[src/hw/rtl/wpa_pkg.sv]
// ----------------------------------------------------------------------------
// Worker pool autoscaler package
// Shared types, codes and constants of the pool scaler.
// ----------------------------------------------------------------------------
`default_nettype none

package wpa_pkg;

  // Hard slot limit of the pool; the configured limit is clipped to it.
  localparam logic [6:0] MaxSlots = 7'd64;

  typedef enum logic [1:0] {
    PH_IDLE   = 2'd0,
    PH_GROW   = 2'd1,
    PH_SHRINK = 2'd2
  } phase_e;

  typedef enum logic [1:0] {
    ACT_NONE  = 2'd0,
    ACT_START = 2'd1,
    ACT_STOP  = 2'd2,
    ACT_JOIN  = 2'd3
  } action_e;

  typedef enum logic [2:0] {
    REG_MAX_WORKERS  = 3'd0,
    REG_LOW_USAGE    = 3'd1,
    REG_HIGH_USAGE   = 3'd2,
    REG_SHRINK_CEIL  = 3'd3,
    REG_SHRINK_POLLS = 3'd4,
    REG_GROW_STEP    = 3'd5
  } cfg_reg_e;

  localparam logic CMD_POLL  = 1'b0;
  localparam logic CMD_START = 1'b1;

  typedef struct packed {
    logic [6:0] max_workers;
    logic [9:0] low_usage_threshold;
    logic [9:0] high_usage_threshold;
    logic [9:0] shrink_ceiling;
    logic [7:0] shrink_after_polls;
    logic [6:0] grow_step_limit;
  } wpa_cfg_t;

  typedef struct packed {
    logic [1:0] phase;
    logic [6:0] active_count;
    logic [6:0] pending_change;
    logic [7:0] low_polls;
  } wpa_state_t;

  typedef struct packed {
    logic       command;
    logic [6:0] request_count;
    logic       usage_valid;
    logic [9:0] usage_tenths;
    logic       new_workers_running;
    logic       leaving_workers_stopped;
  } wpa_item_t;

  typedef struct packed {
    logic [1:0] action;
    logic [5:0] first_index;
    logic [6:0] action_count;
    logic [6:0] active_workers;
    logic [1:0] pool_phase;
    logic [7:0] low_load_count;
  } wpa_result_t;

endpackage

`default_nettype wire

[src/hw/rtl/wpa_in_if.sv]
// ----------------------------------------------------------------------------
// Autoscaler input channel
// Valid/ready channel carrying one poll or start request per beat.
// ----------------------------------------------------------------------------
`default_nettype none

interface wpa_in_if;
  logic       valid;
  logic       ready;
  logic       command;
  logic [6:0] request_count;
  logic       usage_valid;
  logic [9:0] usage_tenths;
  logic       new_workers_running;
  logic       leaving_workers_stopped;

  modport source (
    output valid, command, request_count, usage_valid, usage_tenths,
           new_workers_running, leaving_workers_stopped,
    input  ready
  );

  modport sink (
    input  valid, command, request_count, usage_valid, usage_tenths,
           new_workers_running, leaving_workers_stopped,
    output ready
  );
endinterface

`default_nettype wire

[src/hw/rtl/wpa_out_if.sv]
// ----------------------------------------------------------------------------
// Autoscaler result channel
// Valid/ready channel carrying one scaling decision per beat.
// ----------------------------------------------------------------------------
`default_nettype none

interface wpa_out_if;
  logic       valid;
  logic       ready;
  logic [1:0] action;
  logic [5:0] first_index;
  logic [6:0] action_count;
  logic [6:0] active_workers;
  logic [1:0] pool_phase;
  logic [7:0] low_load_count;

  modport source (
    output valid, action, first_index, action_count, active_workers,
           pool_phase, low_load_count,
    input  ready
  );

  modport sink (
    input  valid, action, first_index, action_count, active_workers,
           pool_phase, low_load_count,
    output ready
  );
endinterface

`default_nettype wire

[src/hw/rtl/worker_pool_autoscaler_core.sv]
// Worker pool autoscaler core.
// An accepted input beat passes the input register, then the decision logic
// into the result register. The state update loop sets the throughput:
// one beat per cycle unless stalled by the result sink.
// Reset: idle phase, empty pool, counters cleared, registers at defaults.
// ----------------------------------------------------------------------------
// Worker pool autoscaler
// Grows and shrinks a worker pool from polled usage and start requests.
// ----------------------------------------------------------------------------
`default_nettype none

module worker_pool_autoscaler_core import wpa_pkg::*; (
  input  wire logic       clk_i,
  input  wire logic       rst_ni,
  input  wire logic       cfg_we_i,
  input  wire logic [2:0] cfg_index_i,
  input  wire logic [9:0] cfg_data_i,
  wpa_in_if.sink          item_i,
  wpa_out_if.source       result_o
);

  // Configuration registers
  wpa_cfg_t    cfg_q;

  // Pipeline: input register, then result register
  logic        in_valid_q;
  wpa_item_t   item_q;
  logic        out_valid_q;
  wpa_result_t result_q;

  // Pool state
  wpa_state_t  state_q;
  wpa_state_t  state_d;
  wpa_result_t result_d;

  logic        advance;
  logic        in_fire;
  logic        step_fire;

  // Move a beat into the result register whenever it is free or drained.
  assign advance   = !out_valid_q || result_o.ready;
  assign item_i.ready = !in_valid_q || advance;
  assign in_fire   = item_i.valid && item_i.ready;
  assign step_fire = in_valid_q && advance;

  always_ff @(posedge clk_i or negedge rst_ni) begin
    if (!rst_ni) begin
      cfg_q.max_workers          <= 7'd16;
      cfg_q.low_usage_threshold  <= 10'd500;
      cfg_q.high_usage_threshold <= 10'd900;
      cfg_q.shrink_ceiling       <= 10'd700;
      cfg_q.shrink_after_polls   <= 8'd30;
      cfg_q.grow_step_limit      <= 7'd10;
    end else if (cfg_we_i) begin
      unique case (cfg_index_i)
        REG_MAX_WORKERS:  cfg_q.max_workers          <= cfg_data_i[6:0];
        REG_LOW_USAGE:    cfg_q.low_usage_threshold  <= cfg_data_i;
        REG_HIGH_USAGE:   cfg_q.high_usage_threshold <= cfg_data_i;
        REG_SHRINK_CEIL:  cfg_q.shrink_ceiling       <= cfg_data_i;
        REG_SHRINK_POLLS: cfg_q.shrink_after_polls   <= cfg_data_i[7:0];
        REG_GROW_STEP:    cfg_q.grow_step_limit      <= cfg_data_i[6:0];
        default: begin
          // drop writes beyond the register list
        end
      endcase
    end
  end

  // Capture the input beat; payload needs no reset.
  always_ff @(posedge clk_i or negedge rst_ni) begin
    if (!rst_ni) begin
      in_valid_q <= 1'b0;
    end else if (item_i.ready) begin
      in_valid_q <= item_i.valid;
    end
  end

  always_ff @(posedge clk_i) begin
    if (in_fire) begin
      item_q.command                 <= item_i.command;
      item_q.request_count           <= item_i.request_count;
      item_q.usage_valid             <= item_i.usage_valid;
      item_q.usage_tenths            <= item_i.usage_tenths;
      item_q.new_workers_running     <= item_i.new_workers_running;
      item_q.leaving_workers_stopped <= item_i.leaving_workers_stopped;
    end
  end

  wpa_step u_step (
    .cfg_i    (cfg_q),
    .state_i  (state_q),
    .item_i   (item_q),
    .state_o  (state_d),
    .result_o (result_d)
  );

  // Advance pool state once per processed beat, in order.
  always_ff @(posedge clk_i or negedge rst_ni) begin
    if (!rst_ni) begin
      state_q.phase          <= PH_IDLE;
      state_q.active_count   <= 7'd0;
      state_q.pending_change <= 7'd0;
      state_q.low_polls      <= 8'd0;
      out_valid_q            <= 1'b0;
    end else begin
      if (step_fire) begin
        state_q <= state_d;
      end
      if (advance) begin
        out_valid_q <= in_valid_q;
      end
    end
  end

  // Hold the result until the sink takes it.
  always_ff @(posedge clk_i) begin
    if (step_fire) begin
      result_q <= result_d;
    end
  end

  assign result_o.valid          = out_valid_q;
  assign result_o.action         = result_q.action;
  assign result_o.first_index    = result_q.first_index;
  assign result_o.action_count   = result_q.action_count;
  assign result_o.active_workers = result_q.active_workers;
  assign result_o.pool_phase     = result_q.pool_phase;
  assign result_o.low_load_count = result_q.low_load_count;

endmodule

`default_nettype wire

[src/hw/rtl/wpa_step.sv]
// ----------------------------------------------------------------------------
// Autoscaler decision logic
// Next pool state and result for one beat, from current state and config.
// ----------------------------------------------------------------------------
`default_nettype none

module wpa_step import wpa_pkg::*; (
  input  wire wpa_cfg_t   cfg_i,
  input  wire wpa_state_t state_i,
  input  wire wpa_item_t  item_i,
  output wpa_state_t      state_o,
  output wpa_result_t     result_o
);

  logic [6:0]  limit;
  logic [6:0]  free_slots;
  logic [6:0]  start_k;
  logic [7:0]  half_sum;
  logic [6:0]  half_active;
  logic [6:0]  grow_n;
  logic [7:0]  polls_upd;
  logic [6:0]  active_m1;
  logic [16:0] proj_usage;
  logic [16:0] proj_ceil;
  logic        shrink_ok;
  logic [1:0]  act;
  logic [6:0]  first;
  logic [6:0]  cnt;

  always_comb begin
    limit      = (cfg_i.max_workers < MaxSlots) ? cfg_i.max_workers : MaxSlots;
    free_slots = (limit > state_i.active_count) ? limit - state_i.active_count : 7'd0;
    start_k    = (item_i.request_count < free_slots) ? item_i.request_count : free_slots;

    // ceil(active/2), then clip by step limit and free slots
    half_sum    = {1'b0, state_i.active_count} + 8'd1;
    half_active = half_sum[7:1];
    grow_n      = (cfg_i.grow_step_limit < half_active) ? cfg_i.grow_step_limit
                                                        : half_active;
    grow_n      = (free_slots < grow_n) ? free_slots : grow_n;

    if (item_i.usage_tenths > cfg_i.low_usage_threshold) begin
      polls_upd = 8'd0;
    end else if (state_i.low_polls != 8'hFF) begin
      polls_upd = state_i.low_polls + 8'd1;
    end else begin
      polls_upd = state_i.low_polls;
    end

    // usage*n < ceiling*(n-1)
    active_m1  = state_i.active_count - 7'd1;
    proj_usage = {7'd0, item_i.usage_tenths} * {10'd0, state_i.active_count};
    proj_ceil  = {7'd0, cfg_i.shrink_ceiling} * {10'd0, active_m1};
    shrink_ok  = (state_i.active_count >= 7'd2) && (proj_usage < proj_ceil);

    state_o = state_i;
    act     = ACT_NONE;
    first   = 7'd0;
    cnt     = 7'd0;

    if (item_i.command == CMD_START) begin
      if (state_i.phase == PH_IDLE && start_k != 7'd0) begin
        act                    = ACT_START;
        first                  = state_i.active_count;
        cnt                    = start_k;
        state_o.pending_change = start_k;
        state_o.phase          = PH_GROW;
      end
    end else begin
      case (state_i.phase)
        PH_GROW: begin
          if (item_i.new_workers_running) begin
            state_o.active_count   = state_i.active_count + state_i.pending_change;
            state_o.pending_change = 7'd0;
            state_o.phase          = PH_IDLE;
          end
        end
        PH_SHRINK: begin
          if (item_i.leaving_workers_stopped) begin
            act                    = ACT_JOIN;
            first                  = state_i.active_count;
            cnt                    = state_i.pending_change;
            state_o.pending_change = 7'd0;
            state_o.phase          = PH_IDLE;
          end
        end
        default: begin
          if (item_i.usage_valid) begin
            state_o.phase     = PH_IDLE;
            state_o.low_polls = polls_upd;
            if (item_i.usage_tenths > cfg_i.high_usage_threshold) begin
              if (grow_n != 7'd0) begin
                act                    = ACT_START;
                first                  = state_i.active_count;
                cnt                    = grow_n;
                state_o.pending_change = grow_n;
                state_o.phase          = PH_GROW;
              end
            end else if (polls_upd >= cfg_i.shrink_after_polls) begin
              state_o.low_polls = 8'd0;
              if (shrink_ok) begin
                state_o.active_count   = active_m1;
                state_o.pending_change = 7'd1;
                state_o.phase          = PH_SHRINK;
                act                    = ACT_STOP;
                first                  = active_m1;
                cnt                    = 7'd1;
              end
            end
          end
        end
      endcase
    end

    result_o.action         = act;
    result_o.first_index    = first[5:0];
    result_o.action_count   = cnt;
    result_o.active_workers = state_o.active_count;
    result_o.pool_phase     = state_o.phase;
    result_o.low_load_count = state_o.low_polls;
  end

endmodule

`default_nettype wire

[src/flat_wrapper.sv]
// flat-port wrapper written by rule: the top's interface ports become plain ports
module worker_pool_autoscaler_core_flat import wpa_pkg::*;
  (clk_i, rst_ni, cfg_we_i, cfg_index_i, cfg_data_i, item_i_valid, item_i_command, item_i_request_count, item_i_usage_valid, item_i_usage_tenths, item_i_new_workers_running, item_i_leaving_workers_stopped, item_i_ready, result_o_valid, result_o_action, result_o_first_index, result_o_action_count, result_o_active_workers, result_o_pool_phase, result_o_low_load_count, result_o_ready);
  wpa_in_if item_i_i ();
  wpa_out_if result_o_i ();
  input  wire logic clk_i;
  input  wire logic rst_ni;
  input  wire logic cfg_we_i;
  input  wire logic [2:0] cfg_index_i;
  input  wire logic [9:0] cfg_data_i;
  input wire logic [$bits(item_i_i.valid)-1:0] item_i_valid;
  input wire logic [$bits(item_i_i.command)-1:0] item_i_command;
  input wire logic [$bits(item_i_i.request_count)-1:0] item_i_request_count;
  input wire logic [$bits(item_i_i.usage_valid)-1:0] item_i_usage_valid;
  input wire logic [$bits(item_i_i.usage_tenths)-1:0] item_i_usage_tenths;
  input wire logic [$bits(item_i_i.new_workers_running)-1:0] item_i_new_workers_running;
  input wire logic [$bits(item_i_i.leaving_workers_stopped)-1:0] item_i_leaving_workers_stopped;
  output wire logic [$bits(item_i_i.ready)-1:0] item_i_ready;
  output wire logic [$bits(result_o_i.valid)-1:0] result_o_valid;
  output wire logic [$bits(result_o_i.action)-1:0] result_o_action;
  output wire logic [$bits(result_o_i.first_index)-1:0] result_o_first_index;
  output wire logic [$bits(result_o_i.action_count)-1:0] result_o_action_count;
  output wire logic [$bits(result_o_i.active_workers)-1:0] result_o_active_workers;
  output wire logic [$bits(result_o_i.pool_phase)-1:0] result_o_pool_phase;
  output wire logic [$bits(result_o_i.low_load_count)-1:0] result_o_low_load_count;
  input wire logic [$bits(result_o_i.ready)-1:0] result_o_ready;
  assign item_i_i.valid = item_i_valid;
  assign item_i_i.command = item_i_command;
  assign item_i_i.request_count = item_i_request_count;
  assign item_i_i.usage_valid = item_i_usage_valid;
  assign item_i_i.usage_tenths = item_i_usage_tenths;
  assign item_i_i.new_workers_running = item_i_new_workers_running;
  assign item_i_i.leaving_workers_stopped = item_i_leaving_workers_stopped;
  assign item_i_ready = item_i_i.ready;
  assign result_o_valid = result_o_i.valid;
  assign result_o_action = result_o_i.action;
  assign result_o_first_index = result_o_i.first_index;
  assign result_o_action_count = result_o_i.action_count;
  assign result_o_active_workers = result_o_i.active_workers;
  assign result_o_pool_phase = result_o_i.pool_phase;
  assign result_o_low_load_count = result_o_i.low_load_count;
  assign result_o_i.ready = result_o_ready;
  worker_pool_autoscaler_core u_core (.clk_i(clk_i), .rst_ni(rst_ni), .cfg_we_i(cfg_we_i), .cfg_index_i(cfg_index_i), .cfg_data_i(cfg_data_i), .item_i(item_i_i), .result_o(result_o_i));
endmodule
[config.mk]
export PLATFORM = sky130hd
export DESIGN_NAME = worker_pool_autoscaler_core_flat
export DESIGN_NICKNAME = d
export VERILOG_FILES = /design/src/hw/rtl/wpa_pkg.sv /design/src/hw/rtl/wpa_in_if.sv /design/src/hw/rtl/wpa_out_if.sv /design/src/hw/rtl/worker_pool_autoscaler_core.sv /design/src/hw/rtl/wpa_step.sv /design/src/flat_wrapper.sv
export SDC_FILE = /design/constraint.sdc
export NUM_CORES = 1
export LEC_CHECK = 0
export BUFFER_PORTS_ARGS = -buffer_cell sky130_fd_sc_hd__buf_2
export CORE_MARGIN = 2
export CORE_UTILIZATION = 55
export CTS_CLUSTER_DIAMETER = 80
export DETAILED_ROUTE_END_ITERATION = 8
export PLACE_DENSITY = 0.73
export SLEW_MARGIN = 10
export SYNTH_ARGS = -nofsm -noshare
export SYNTH_HDL_FRONTEND = slang
export SYNTH_SLANG_ARGS = --single-unit
[constraint.sdc]
create_clock -name clk_i -period 11.5 [get_ports clk_i]
set_input_delay 1.725 -clock clk_i [delete_from_list [all_inputs] [get_ports clk_i]]
set_output_delay 1.725 -clock clk_i [all_outputs]
set_load 0.02 [all_outputs]
# Word-level counts from Yosys, hierarchy flattened
# Index checks and enable logic that the tools add are counted.
classes:
  add_sub_neg: 5
  mul: 2
  div: 0
  magnitude_cmp: 10
  eq_ne: 12
  n_shift: 0
  mux: 55
  bitwise_logic: 0
  n_reduce_logical: 23
ops:
  columns: ["operator", "n"]
  rows:
  - ["$mux W7", 19]
  - ["$mux W24", 2]
  - ["$mux W6", 8]
  - ["$pmux W7 S2", 3]
  - ["$mux W8", 5]
  - ["$mul A10 B7 Y17", 2]
  - ["$mux W16", 2]
  - ["$lt A7 B7 Y1", 3]
  - ["$gt A10 B10 Y1", 2]
  - ["$mux W2", 10]
  - ["$lt A17 B17 Y1", 1]
  - ["$reduce_bool A7 Y1", 2]
  - ["$pmux W6 S2", 1]
  - ["$reduce_and A2 Y1", 6]
  - ["$reduce_bool A5 Y1", 2]
  - ["$add A7 B1 Y8 const B", 1]
  - ["$add A8 B1 Y8 const B", 1]
  - ["$ge A8 B8 Y1", 1]
  - ["$ne A8 B8 Y1 const B", 1]
  - ["$pmux W2 S2", 2]
  - ["$reduce_and A8 Y1", 1]
  - ["$add A7 B7 Y7", 1]
  - ["$ge A7 B2 Y1 const B", 1]
  - ["$gt A7 B7 Y1", 1]
  - ["19 further kinds", 29]
totals:
  reg_bits: 131
  latchBits: 0
  ramBits: 0
  romBits: 0
  inputBits: 39
  output_inout_bits: 34
  n_memories: 0

# Longest topological paths before layout
# Gate-level depths: netlist (run 1).
depth:
  ltp_word: 12
  ltp_mapped: 35
  depth_no_buf: 33

# Modules after synthesis
# Synthesis (run 1) repeated with hierarchy kept, for this count alone.
hier_totals:
  hier_cells: 1337
  area_unflattened_um2: 13075.0
by_module_without_submodules:
  columns: ["module", "n_inst", "cells_per_inst", "area_each_um2"]
  rows:
  - ["wpa_step", 1, 1110, 8475.6]
  - ["worker_pool_autoscaler_core", 1, 227, 4599.4]

# Least setup slack after synthesis (run 1)
# OpenSTA, ideal clock, no wires.
synth_timing:
  kind: "register to register"
  start: "register u_core.state_q[16] (netlist bit)"
  end: "register u_core.state_q[11] (netlist bit)"
  setup_time_ns: 0.128
  arrival_ns: 7.913
  t_required_ns: 11.372
  path_slack_ns: 3.460
  stages_incl_launch_ff: 35
  synth_period_minus_slack_ns: 8.040
  path_cell_list: "dfrtp_1 -> clkbuf_1 -> inv_1 -> ha_1 -> inv_1 -> nor3_1 -> nand2_1 -> xnor2_1 -> clkbuf_1 -> and2_1 -> fa_1 -> inv_1 -> fa_1 -> inv_1 -> fa_1 -> inv_1 -> fa_1 -> inv_1 -> ha_1 -> and2_1 -> o21ai_0 -> o31ai_1 -> or4_1 -> a31o_2 -> a21oi_1 -> xor2_1 -> ha_1 -> nor2b_1 -> o21ai_0 -> o211ai_1 -> nor4b_2 -> o22ai_1 -> a211oi_2 -> o21ai_4 -> mux2_1"
synth_between:
  elab_chain_cells: 10
  elab_cells_between_ends: 29
  cone_classes: "add/sub (3); mul (2); order compare (6); eq/ne (2); mux (10); reduce/logical (6)"
synth_lines:
  columns: ["item", "line_no", "text"]
  rows:
  - ["from (decl)", "worker_pool_autoscaler_core.sv:32", "wpa_state_t state_q;"]
  - ["from (signal assigned)", "worker_pool_autoscaler_core.sv:107", "state_q <= state_d;"]
  - ["parallel branches: the longest is 10 deep, another holds $mul A10 B7 Y17", null, null]
# Several ways; the timed one is not identified. The select of a mux whose other input is x is not followed.
# A chain may end at the register's enable or synchronous reset.

==> results of run 1 <==
[cell type report]
class | instances | area, µm² | share of cell area (%)
clock inverter | 14 | 127.6 | 0.9180
tap | 285 | 356.6 | 2.565
inverter | 177 | 664.4 | 4.779
timing repair buffer | 84 | 452.9 | 3.258
clock buffer | 18 | 439.2 | 3.159
multi-input combinational | 1016 | 8289 | 59.63
sequential | 131 | 3572 | 25.70
[cell families (layout without fill, tap and decap cells)]
family	count (synthesis)	in the layout
buf+inv	220	293
mux	53	53
simple gates	431	431
xor+xnor	52	52
flops	131	131
fa+ha+maj	233	233
compound gates	247	247
[stage by stage]
| step | util (%) | instance area [µm²] | hold slack (ns) |
|---|---|---|---|
| floorplan | - | 12700 | 0.4572 |
| global placement | 58.90 | 13340 | 0.4665 |
| detailed placement | 58.90 | 13340 | 0.4832 |
| CTS | 61.40 | 13900 | 0.5003 |
| global route | 61.40 | 13900 | 0.5222 |
| finish | 61.40 | 13900 | 0.4995 |
[sequential cells by signal (all words and copies together), names as in the netlist]
| register | cells |
|---|---|
| u_core.result_o.valid | 1 |
| u_core.cfg_q | 52 |
| u_core.result_o.action_count | 7 |
| u_core.result_o.low_load_count | 8 |
| u_core.result_o.first_index | 6 |
| u_core.result_o.action | 2 |
| u_core.result_o.pool_phase | 2 |
| u_core.item_q | 21 |
| u_core.in_valid_q | 1 |
| u_core.state_q | 24 |
| u_core.result_o.active_workers | 7 |
[placed cells by master (no fill, tap or decap), drive strengths merged, types with 55 or more instances in the layout]
| cell type | netlist | routed |
|---|---|---|
| inv | 174 | 178 |
| a21oi | 58 | 58 |
| dfrtp | 55 | 55 |
| ha | 153 | 153 |
| o21ai | 71 | 71 |
| nor2 | 66 | 66 |
| fa | 80 | 80 |
| nand2 | 170 | 170 |
| and2 | 58 | 58 |
| buf | 5 | 84 |
[path summary, 6_finish.rpt]
kind / start / end / slack (ns) / cells after the start
hold / removal: u_core.cfg_q[47] / u_core.cfg_q[47] / 0.50 / 1
setup reg to reg: u_core.state_q[15] / u_core.result_o.active_workers[4] / 2.26 / 30
hold reg to reg: u_core.cfg_q[47] / u_core.cfg_q[47] / 0.50 / 1
min in group asynchronous: rst_ni / u_core.state_q[3] / 1.46 / 1
max in group asynchronous: rst_ni / u_core.state_q[8] / 9.33 / 1
setup / recovery: u_core.state_q[15] / u_core.result_o.active_workers[4] / 2.26 / 30
[per-layer routing]
| metal | wire length (µm) | track usage (%) |
|---|---|---|
| met5 | 0 | 0 |
| met4 | 460 | 6.466 |
| met3 | 1796 | 4.028 |
| met2 | 14440 | 42.69 |
| met1 | 14020 | 36.86 |
==> run_summary.xml, run 1 <==
<?xml version="1.0" encoding="UTF-8"?>
<metrics>
  <group name="status">
    <metric name="outcome" unit="">finished, final reports clean</metric>
  </group>
  <group name="critical_path">
    <metric name="crit_arrival" unit="ns">9.41</metric>
    <metric name="cp_data_required_time" unit="ns">11.67</metric>
    <metric name="worst_path_max_delay_cell" unit="">dfrtp_1</metric>
    <metric name="worst_path_dominant_cell_family" unit="">adder cells</metric>
    <metric name="setup.worst_path.class" unit="">reg2reg</metric>
    <metric name="critPathCaptureType" unit="">flop</metric>
    <metric name="critPathBufInv" unit="">5</metric>
    <metric name="startpoint_type" unit="">flop</metric>
    <metric name="cp_slowest_stage_delay" unit="ns">0.65</metric>
    <metric name="critical_path.max_fanout" unit="">23</metric>
  </group>
  <group name="synthesis">
    <metric name="synth-main-ff-cell" unit="">dfrtp_1</metric>
    <metric name="post_synth_and_or_nand_nor_area_fraction" unit="%">16.48</metric>
    <metric name="synth_sequential_area_ratio" unit="%">28.14</metric>
    <metric name="synthTopCellsByCount" unit="">inv_1, nand2_1, ha_1, fa_1, o21ai_0</metric>
    <metric name="synthesis.nets" unit="">1639</metric>
    <metric name="synth_most_common_cell" unit="">inv_1</metric>
    <metric name="yosys-mux-area-fraction" unit="%">4.632</metric>
    <metric name="yosysTopAreaCellShare" unit="%">15.08</metric>
    <metric name="avgSynthCellArea" unit="µm²">9.287</metric>
    <metric name="syn-cell-area" unit="µm²">12700</metric>
    <metric name="synth_edf_count" unit="">53</metric>
    <metric name="synthDominantAreaCellType" unit="">ha_1</metric>
    <metric name="xor_and_xnor_fraction_of_the_mapped_netlist_area" unit="%">3.587</metric>
    <metric name="synth_cell_types" unit="">72</metric>
    <metric name="yosys_warnings" unit="">0</metric>
    <metric name="share_of_synthesized_registers_carrying_an_async_set_or_reset" unit="%">59.54</metric>
    <metric name="compound_gate_portion_of_the_synthesized_area" unit="%">12.86</metric>
    <metric name="yosys_reg_bits" unit="">131</metric>
    <metric name="synth_top_family_by_area" unit="">adder cells</metric>
    <metric name="synth.area.top_cells" unit="">ha_1, fa_1, edfxtp_1, dfrtp_1, inv_1</metric>
    <metric name="adder_and_majority_gate_portion_of_the_synthesized_area" unit="%">27.69</metric>
    <metric name="synth_cells" unit="">1367</metric>
  </group>
  <group name="clocking">
    <metric name="worst_setup_hold_path_clk_slew" unit="ns">0.07</metric>
    <metric name="insertion_delay" unit="ns">0.43</metric>
    <metric name="clockBufferDepth" unit="">2</metric>
    <metric name="postCtsResizedCells" unit="">0</metric>
    <metric name="post_cts_hold_buffer_count" unit="">0</metric>
    <metric name="ctsHtreeMaxLevel" unit="">4</metric>
    <metric name="cts_setup_buffers" unit="">0</metric>
    <metric name="numCtsBuffers" unit="">17</metric>
    <metric name="cts_root_buffer" unit="">clkbuf_16</metric>
    <metric name="tritoncts" unit="">built</metric>
    <metric name="cts_sinks" unit="">131</metric>
  </group>
  <group name="timing">
    <metric name="final.setup.worst_slack" unit="ns">2.261</metric>
    <metric name="slew_headroom" unit="%">25.16</metric>
    <metric name="report.final.slew_viol_count" unit="">0</metric>
    <metric name="period_needed" unit="ns">9.239</metric>
    <metric name="unrepaired_setup_endpoints_after_global_routing" unit="">false</metric>
    <metric name="timing.final.setup_violations" unit="">0</metric>
    <metric name="tns" unit="ns">0</metric>
    <metric name="clock.fmax" unit="MHz">108.2</metric>
    <metric name="worst_slew_pin_tran" unit="ns">1.123</metric>
    <metric name="timing.final.hold_violations" unit="">0</metric>
    <metric name="share_of_the_cycle_needed_by_the_critical_path_after_routing" unit="%">80.34</metric>
    <metric name="worst_clock_skew" unit="ns">0.01259</metric>
  </group>
  <group name="routing">
    <metric name="route.final.wire_length" unit="µm">30720</metric>
    <metric name="drcViolationCount" unit="">0</metric>
    <metric name="detail_route.iter0.violations" unit="">685</metric>
    <metric name="route.antenna.remaining_nets" unit="">0</metric>
    <metric name="drt-pass1-iter-count" unit="">7</metric>
    <metric name="routed-via-count" unit="">10125</metric>
    <metric name="routed_via_density" unit="">5.870</metric>
    <metric name="routed_wirelength_normalized_by_instance_count" unit="µm">17.81</metric>
  </group>
  <group name="layout">
    <metric name="area_growth_syn_to_layout" unit="%">9.500</metric>
    <metric name="num-fill-cells" unit="">1927</metric>
    <metric name="layout_cells_sized_above_1" unit="%">13.47</metric>
    <metric name="diodes" unit="">0</metric>
    <metric name="finish.net_count" unit="">1699</metric>
    <metric name="final_cells" unit="">1725</metric>
  </group>
  <group name="floorplanning">
    <metric name="die_w" unit="µm">155.9</metric>
    <metric name="rows" unit="">55</metric>
    <metric name="core_area" unit="µm²">22640</metric>
    <metric name="start_util" unit="%">56.08</metric>
    <metric name="die_h" unit="µm">155.9</metric>
    <metric name="fp.dieArea" unit="µm²">24310</metric>
    <metric name="ios" unit="">73</metric>
  </group>
  <group name="place">
    <metric name="detailedPlace.worstSlack" unit="ns">2.332</metric>
    <metric name="placed_cells" unit="">1693</metric>
    <metric name="finalWeightedCongestion" unit="">0.8804</metric>
    <metric name="numPortBuffers" unit="">72</metric>
    <metric name="detailedPlacementHpwl" unit="µm">23130</metric>
  </group>
  <group name="hold_path">
    <metric name="hold_path_class" unit="">reg2reg</metric>
  </group>
  <group name="global_routing">
    <metric name="grt_pass1_vias" unit="">9973</metric>
    <metric name="overall_track_demand_over_capacity_in_global_routing" unit="%">26.17</metric>
    <metric name="antenna_found_initial" unit="">0</metric>
    <metric name="grt_pass1_wl" unit="µm">50250</metric>
    <metric name="largest_net_degree_at_the_start_of_global_routing" unit="">79</metric>
    <metric name="globalRoute.totalOverflow" unit="">0</metric>
  </group>
  <group name="flow_run">
    <metric name="max_cap_viol_count" unit="">0</metric>
  </group>
</metrics>
Power of run 1 is not shown: default switching activity piles up to over one toggle a cycle in this logic, so the estimate is an artifact.
==> inputs of run 2 (changes only) <==
ABC_AREA = 1   (was not set)
clock period = 9.5 ns   (was 11.5 ns; I/O delays follow)
==> run_summary.xml, run 2 <==
<?xml version="1.0" encoding="UTF-8"?>
<metrics>
  <group name="critical_path">
    <metric name="crit_top_cell" unit="">nand2_1</metric>
    <metric name="critical_path.max_fanout" unit="">19</metric>
    <metric name="crit_arrival" unit="ns">8.57</metric>
    <metric name="startpoint_type" unit="">flop</metric>
    <metric name="worst_path_max_delay_cell" unit="">dfrtp_1</metric>
    <metric name="critPathCaptureType" unit="">flop</metric>
    <metric name="cp_data_required_time" unit="ns">9.65</metric>
    <metric name="setup.worst_path.class" unit="">reg2reg</metric>
    <metric name="cp_slowest_stage_delay" unit="ns">0.80</metric>
  </group>
  <group name="global_routing">
    <metric name="antenna_found_initial" unit="">0</metric>
    <metric name="grt_pass1_wl" unit="µm">51270</metric>
    <metric name="largest_net_degree_at_the_start_of_global_routing" unit="">66</metric>
    <metric name="grt_pass1_vias" unit="">10518</metric>
    <metric name="globalRoute.totalOverflow" unit="">0</metric>
    <metric name="overall_track_demand_over_capacity_in_global_routing" unit="%">26.55</metric>
  </group>
  <group name="layout">
    <metric name="num-fill-cells" unit="">2049</metric>
    <metric name="layout.cells.most_common" unit="">nand2_1</metric>
    <metric name="final_cells" unit="">2015</metric>
    <metric name="top_flop_regs" unit="">u_core.cfg_q (52), u_core.state_q (24), u_core.item_q (21)</metric>
    <metric name="area_growth_syn_to_layout" unit="%">9.994</metric>
    <metric name="largest_register_ffs" unit="">52</metric>
    <metric name="finish.net_count" unit="">1961</metric>
    <metric name="layout_cells_sized_above_1" unit="%">10.99</metric>
    <metric name="diodes" unit="">0</metric>
    <metric name="largest-register" unit="">u_core.cfg_q</metric>
    <metric name="commonest_cells_after_routing_fill_and_taps_aside" unit="">nand2_1, inv_1, ha_1</metric>
  </group>
  <group name="floorplanning">
    <metric name="rows" unit="">55</metric>
    <metric name="start_util" unit="%">56.50</metric>
    <metric name="die_h" unit="µm">157.0</metric>
    <metric name="ios" unit="">73</metric>
    <metric name="fp.dieArea" unit="µm²">24640</metric>
    <metric name="die_w" unit="µm">157.0</metric>
    <metric name="core_area" unit="µm²">22780</metric>
  </group>
  <group name="timing">
    <metric name="worst_clock_skew" unit="ns">0.01444</metric>
    <metric name="report.final.slew_viol_count" unit="">0</metric>
    <metric name="timing.final.hold_violations" unit="">0</metric>
    <metric name="share_of_the_cycle_needed_by_the_critical_path_after_routing" unit="%">88.71</metric>
    <metric name="period_needed" unit="ns">8.428</metric>
    <metric name="timing.final.setup_violations" unit="">0</metric>
    <metric name="hold_slack" unit="ns">0.4871</metric>
    <metric name="worst_slew_pin_tran" unit="ns">1.078</metric>
    <metric name="clock.fmax" unit="MHz">118.7</metric>
    <metric name="unrepaired_setup_endpoints_after_global_routing" unit="">false</metric>
    <metric name="final.setup.worst_slack" unit="ns">1.072</metric>
    <metric name="slew_headroom" unit="%">28.09</metric>
    <metric name="tns" unit="ns">0</metric>
  </group>
  <group name="flow_run">
    <metric name="max_cap_viol_count" unit="">0</metric>
  </group>
  <group name="synthesis">
    <metric name="post_synth_and_or_nand_nor_area_fraction" unit="%">20.86</metric>
    <metric name="syn-cell-area" unit="µm²">12870</metric>
    <metric name="yosysTopAreaCellShare" unit="%">14.87</metric>
    <metric name="compound_gate_portion_of_the_synthesized_area" unit="%">11.07</metric>
    <metric name="synth_edf_count" unit="">53</metric>
    <metric name="yosys_reg_bits" unit="">131</metric>
    <metric name="yosys-mux-area-fraction" unit="%">0</metric>
    <metric name="synth_cells" unit="">1625</metric>
    <metric name="xor_and_xnor_fraction_of_the_mapped_netlist_area" unit="%">2.586</metric>
    <metric name="adder_and_majority_gate_portion_of_the_synthesized_area" unit="%">27.32</metric>
    <metric name="yosys_warnings" unit="">0</metric>
    <metric name="synth.area.top_cells" unit="">ha_1, fa_1, edfxtp_1, nand2_1, dfrtp_1</metric>
    <metric name="synth_top_family_by_area" unit="">adder cells</metric>
    <metric name="synth-main-ff-cell" unit="">dfrtp_1</metric>
    <metric name="synth_sequential_area_ratio" unit="%">27.76</metric>
    <metric name="synth_cell_types" unit="">57</metric>
    <metric name="synthTopCellsByCount" unit="">nand2_1, inv_1, ha_1, o21ai_0, nor2_1</metric>
    <metric name="avgSynthCellArea" unit="µm²">7.920</metric>
    <metric name="share_of_synthesized_registers_carrying_an_async_set_or_reset" unit="%">59.54</metric>
    <metric name="synth_most_common_cell" unit="">nand2_1</metric>
    <metric name="synthDominantAreaCellType" unit="">ha_1</metric>
    <metric name="synthesis.nets" unit="">1897</metric>
  </group>
  <group name="clocking">
    <metric name="ctsHtreeMaxLevel" unit="">4</metric>
    <metric name="postCtsResizedCells" unit="">0</metric>
    <metric name="numCtsBuffers" unit="">17</metric>
    <metric name="clockBufferDepth" unit="">2</metric>
    <metric name="cts_sinks" unit="">131</metric>
    <metric name="tritoncts" unit="">built</metric>
    <metric name="cts_setup_buffers" unit="">0</metric>
    <metric name="insertion_delay" unit="ns">0.43</metric>
    <metric name="worst_setup_hold_path_clk_slew" unit="ns">0.06</metric>
    <metric name="cts_root_buffer" unit="">clkbuf_16</metric>
    <metric name="post_cts_hold_buffer_count" unit="">0</metric>
  </group>
  <group name="routing">
    <metric name="routed-via-count" unit="">10785</metric>
    <metric name="routed_via_density" unit="">5.352</metric>
    <metric name="drcViolationCount" unit="">0</metric>
    <metric name="drt-pass1-iter-count" unit="">5</metric>
    <metric name="routed_wirelength_normalized_by_instance_count" unit="µm">15.29</metric>
    <metric name="route.antenna.remaining_nets" unit="">0</metric>
    <metric name="detail_route.iter0.violations" unit="">663</metric>
    <metric name="route.final.wire_length" unit="µm">30810</metric>
  </group>
  <group name="status">
    <metric name="outcome" unit="">finished, final reports clean</metric>
  </group>
  <group name="place">
    <metric name="numPortBuffers" unit="">72</metric>
    <metric name="placed_cells" unit="">1983</metric>
    <metric name="detailedPlace.worstSlack" unit="ns">1.173</metric>
    <metric name="finalWeightedCongestion" unit="">0.9595</metric>
    <metric name="detailedPlacementHpwl" unit="µm">23910</metric>
  </group>
  <group name="hold_path">
    <metric name="hold_path_class" unit="">reg2reg</metric>
  </group>
</metrics>
-- run 2: area by class of cell --
type | instances | area (µm²) | area share [%]
Clock inverter | 15 | 187.7 | 1.326
Multi-Input combinational cell | 1141 | 7959 | 56.22
Clock buffer | 17 | 425.4 | 3.005
Timing Repair Buffer | 81 | 430.4 | 3.040
Inverter | 317 | 1190 | 8.405
Sequential cell | 131 | 3572 | 25.23
Tap cell | 313 | 391.6 | 2.766
-- run 2: critical path, delay by kind of cell (launching register included) --
family                     cells  cell delay, ns
and+or+nand+nor               18            1.97
adders and majority gates      7            2.94
xor gates and xnor gates       2            0.57
AOI/OAI and AO/OA              9            1.28
DFF                            1            0.80
buffers and inverters          4            0.60
-- run 2: kinds of logic after synthesis --
| group | count (synthesis) |
|---|---|
| simple gates | 621 |
| buf+inv | 353 |
| compound gates | 249 |
| fa+ha+maj | 233 |
| flops | 131 |
| xor+xnor | 38 |
-- run 2: worst paths after layout --
| kind | start | to | slack (ns) | cells past startpoint |
|---|---|---|---|---|
| min reg2reg | u_core.cfg_q[44] | u_core.cfg_q[44] | 0.49 | 2 |
| max reg2reg | u_core.state_q[15] | u_core.result_o.active_workers[4] | 1.07 | 40 |
| min | u_core.cfg_q[44] | u_core.cfg_q[44] | 0.49 | 2 |
| min in group asynchronous | rst_ni | u_core.state_q[23] | 0.84 | 1 |
| max | u_core.state_q[15] | u_core.result_o.active_workers[4] | 1.07 | 40 |
| max in group asynchronous | rst_ni | u_core.cfg_q[25] | 7.55 | 2 |
-- run 2: metrics by stage --
step	util (%)	cell area, µm²
floorplan	-	12870
global placement	59.46	13540
detailed placement	59.46	13540
CTS	62.15	14160
global route	62.15	14160
finish	62.15	14160
-- run 2: per-layer routing --
layer	track usage [%]	wire, µm
met5	0	0
met4	8.170	733
met3	3.937	1798
met2	42.06	13900
met1	37.78	14370
Power of run 2 is left out for the same reason.
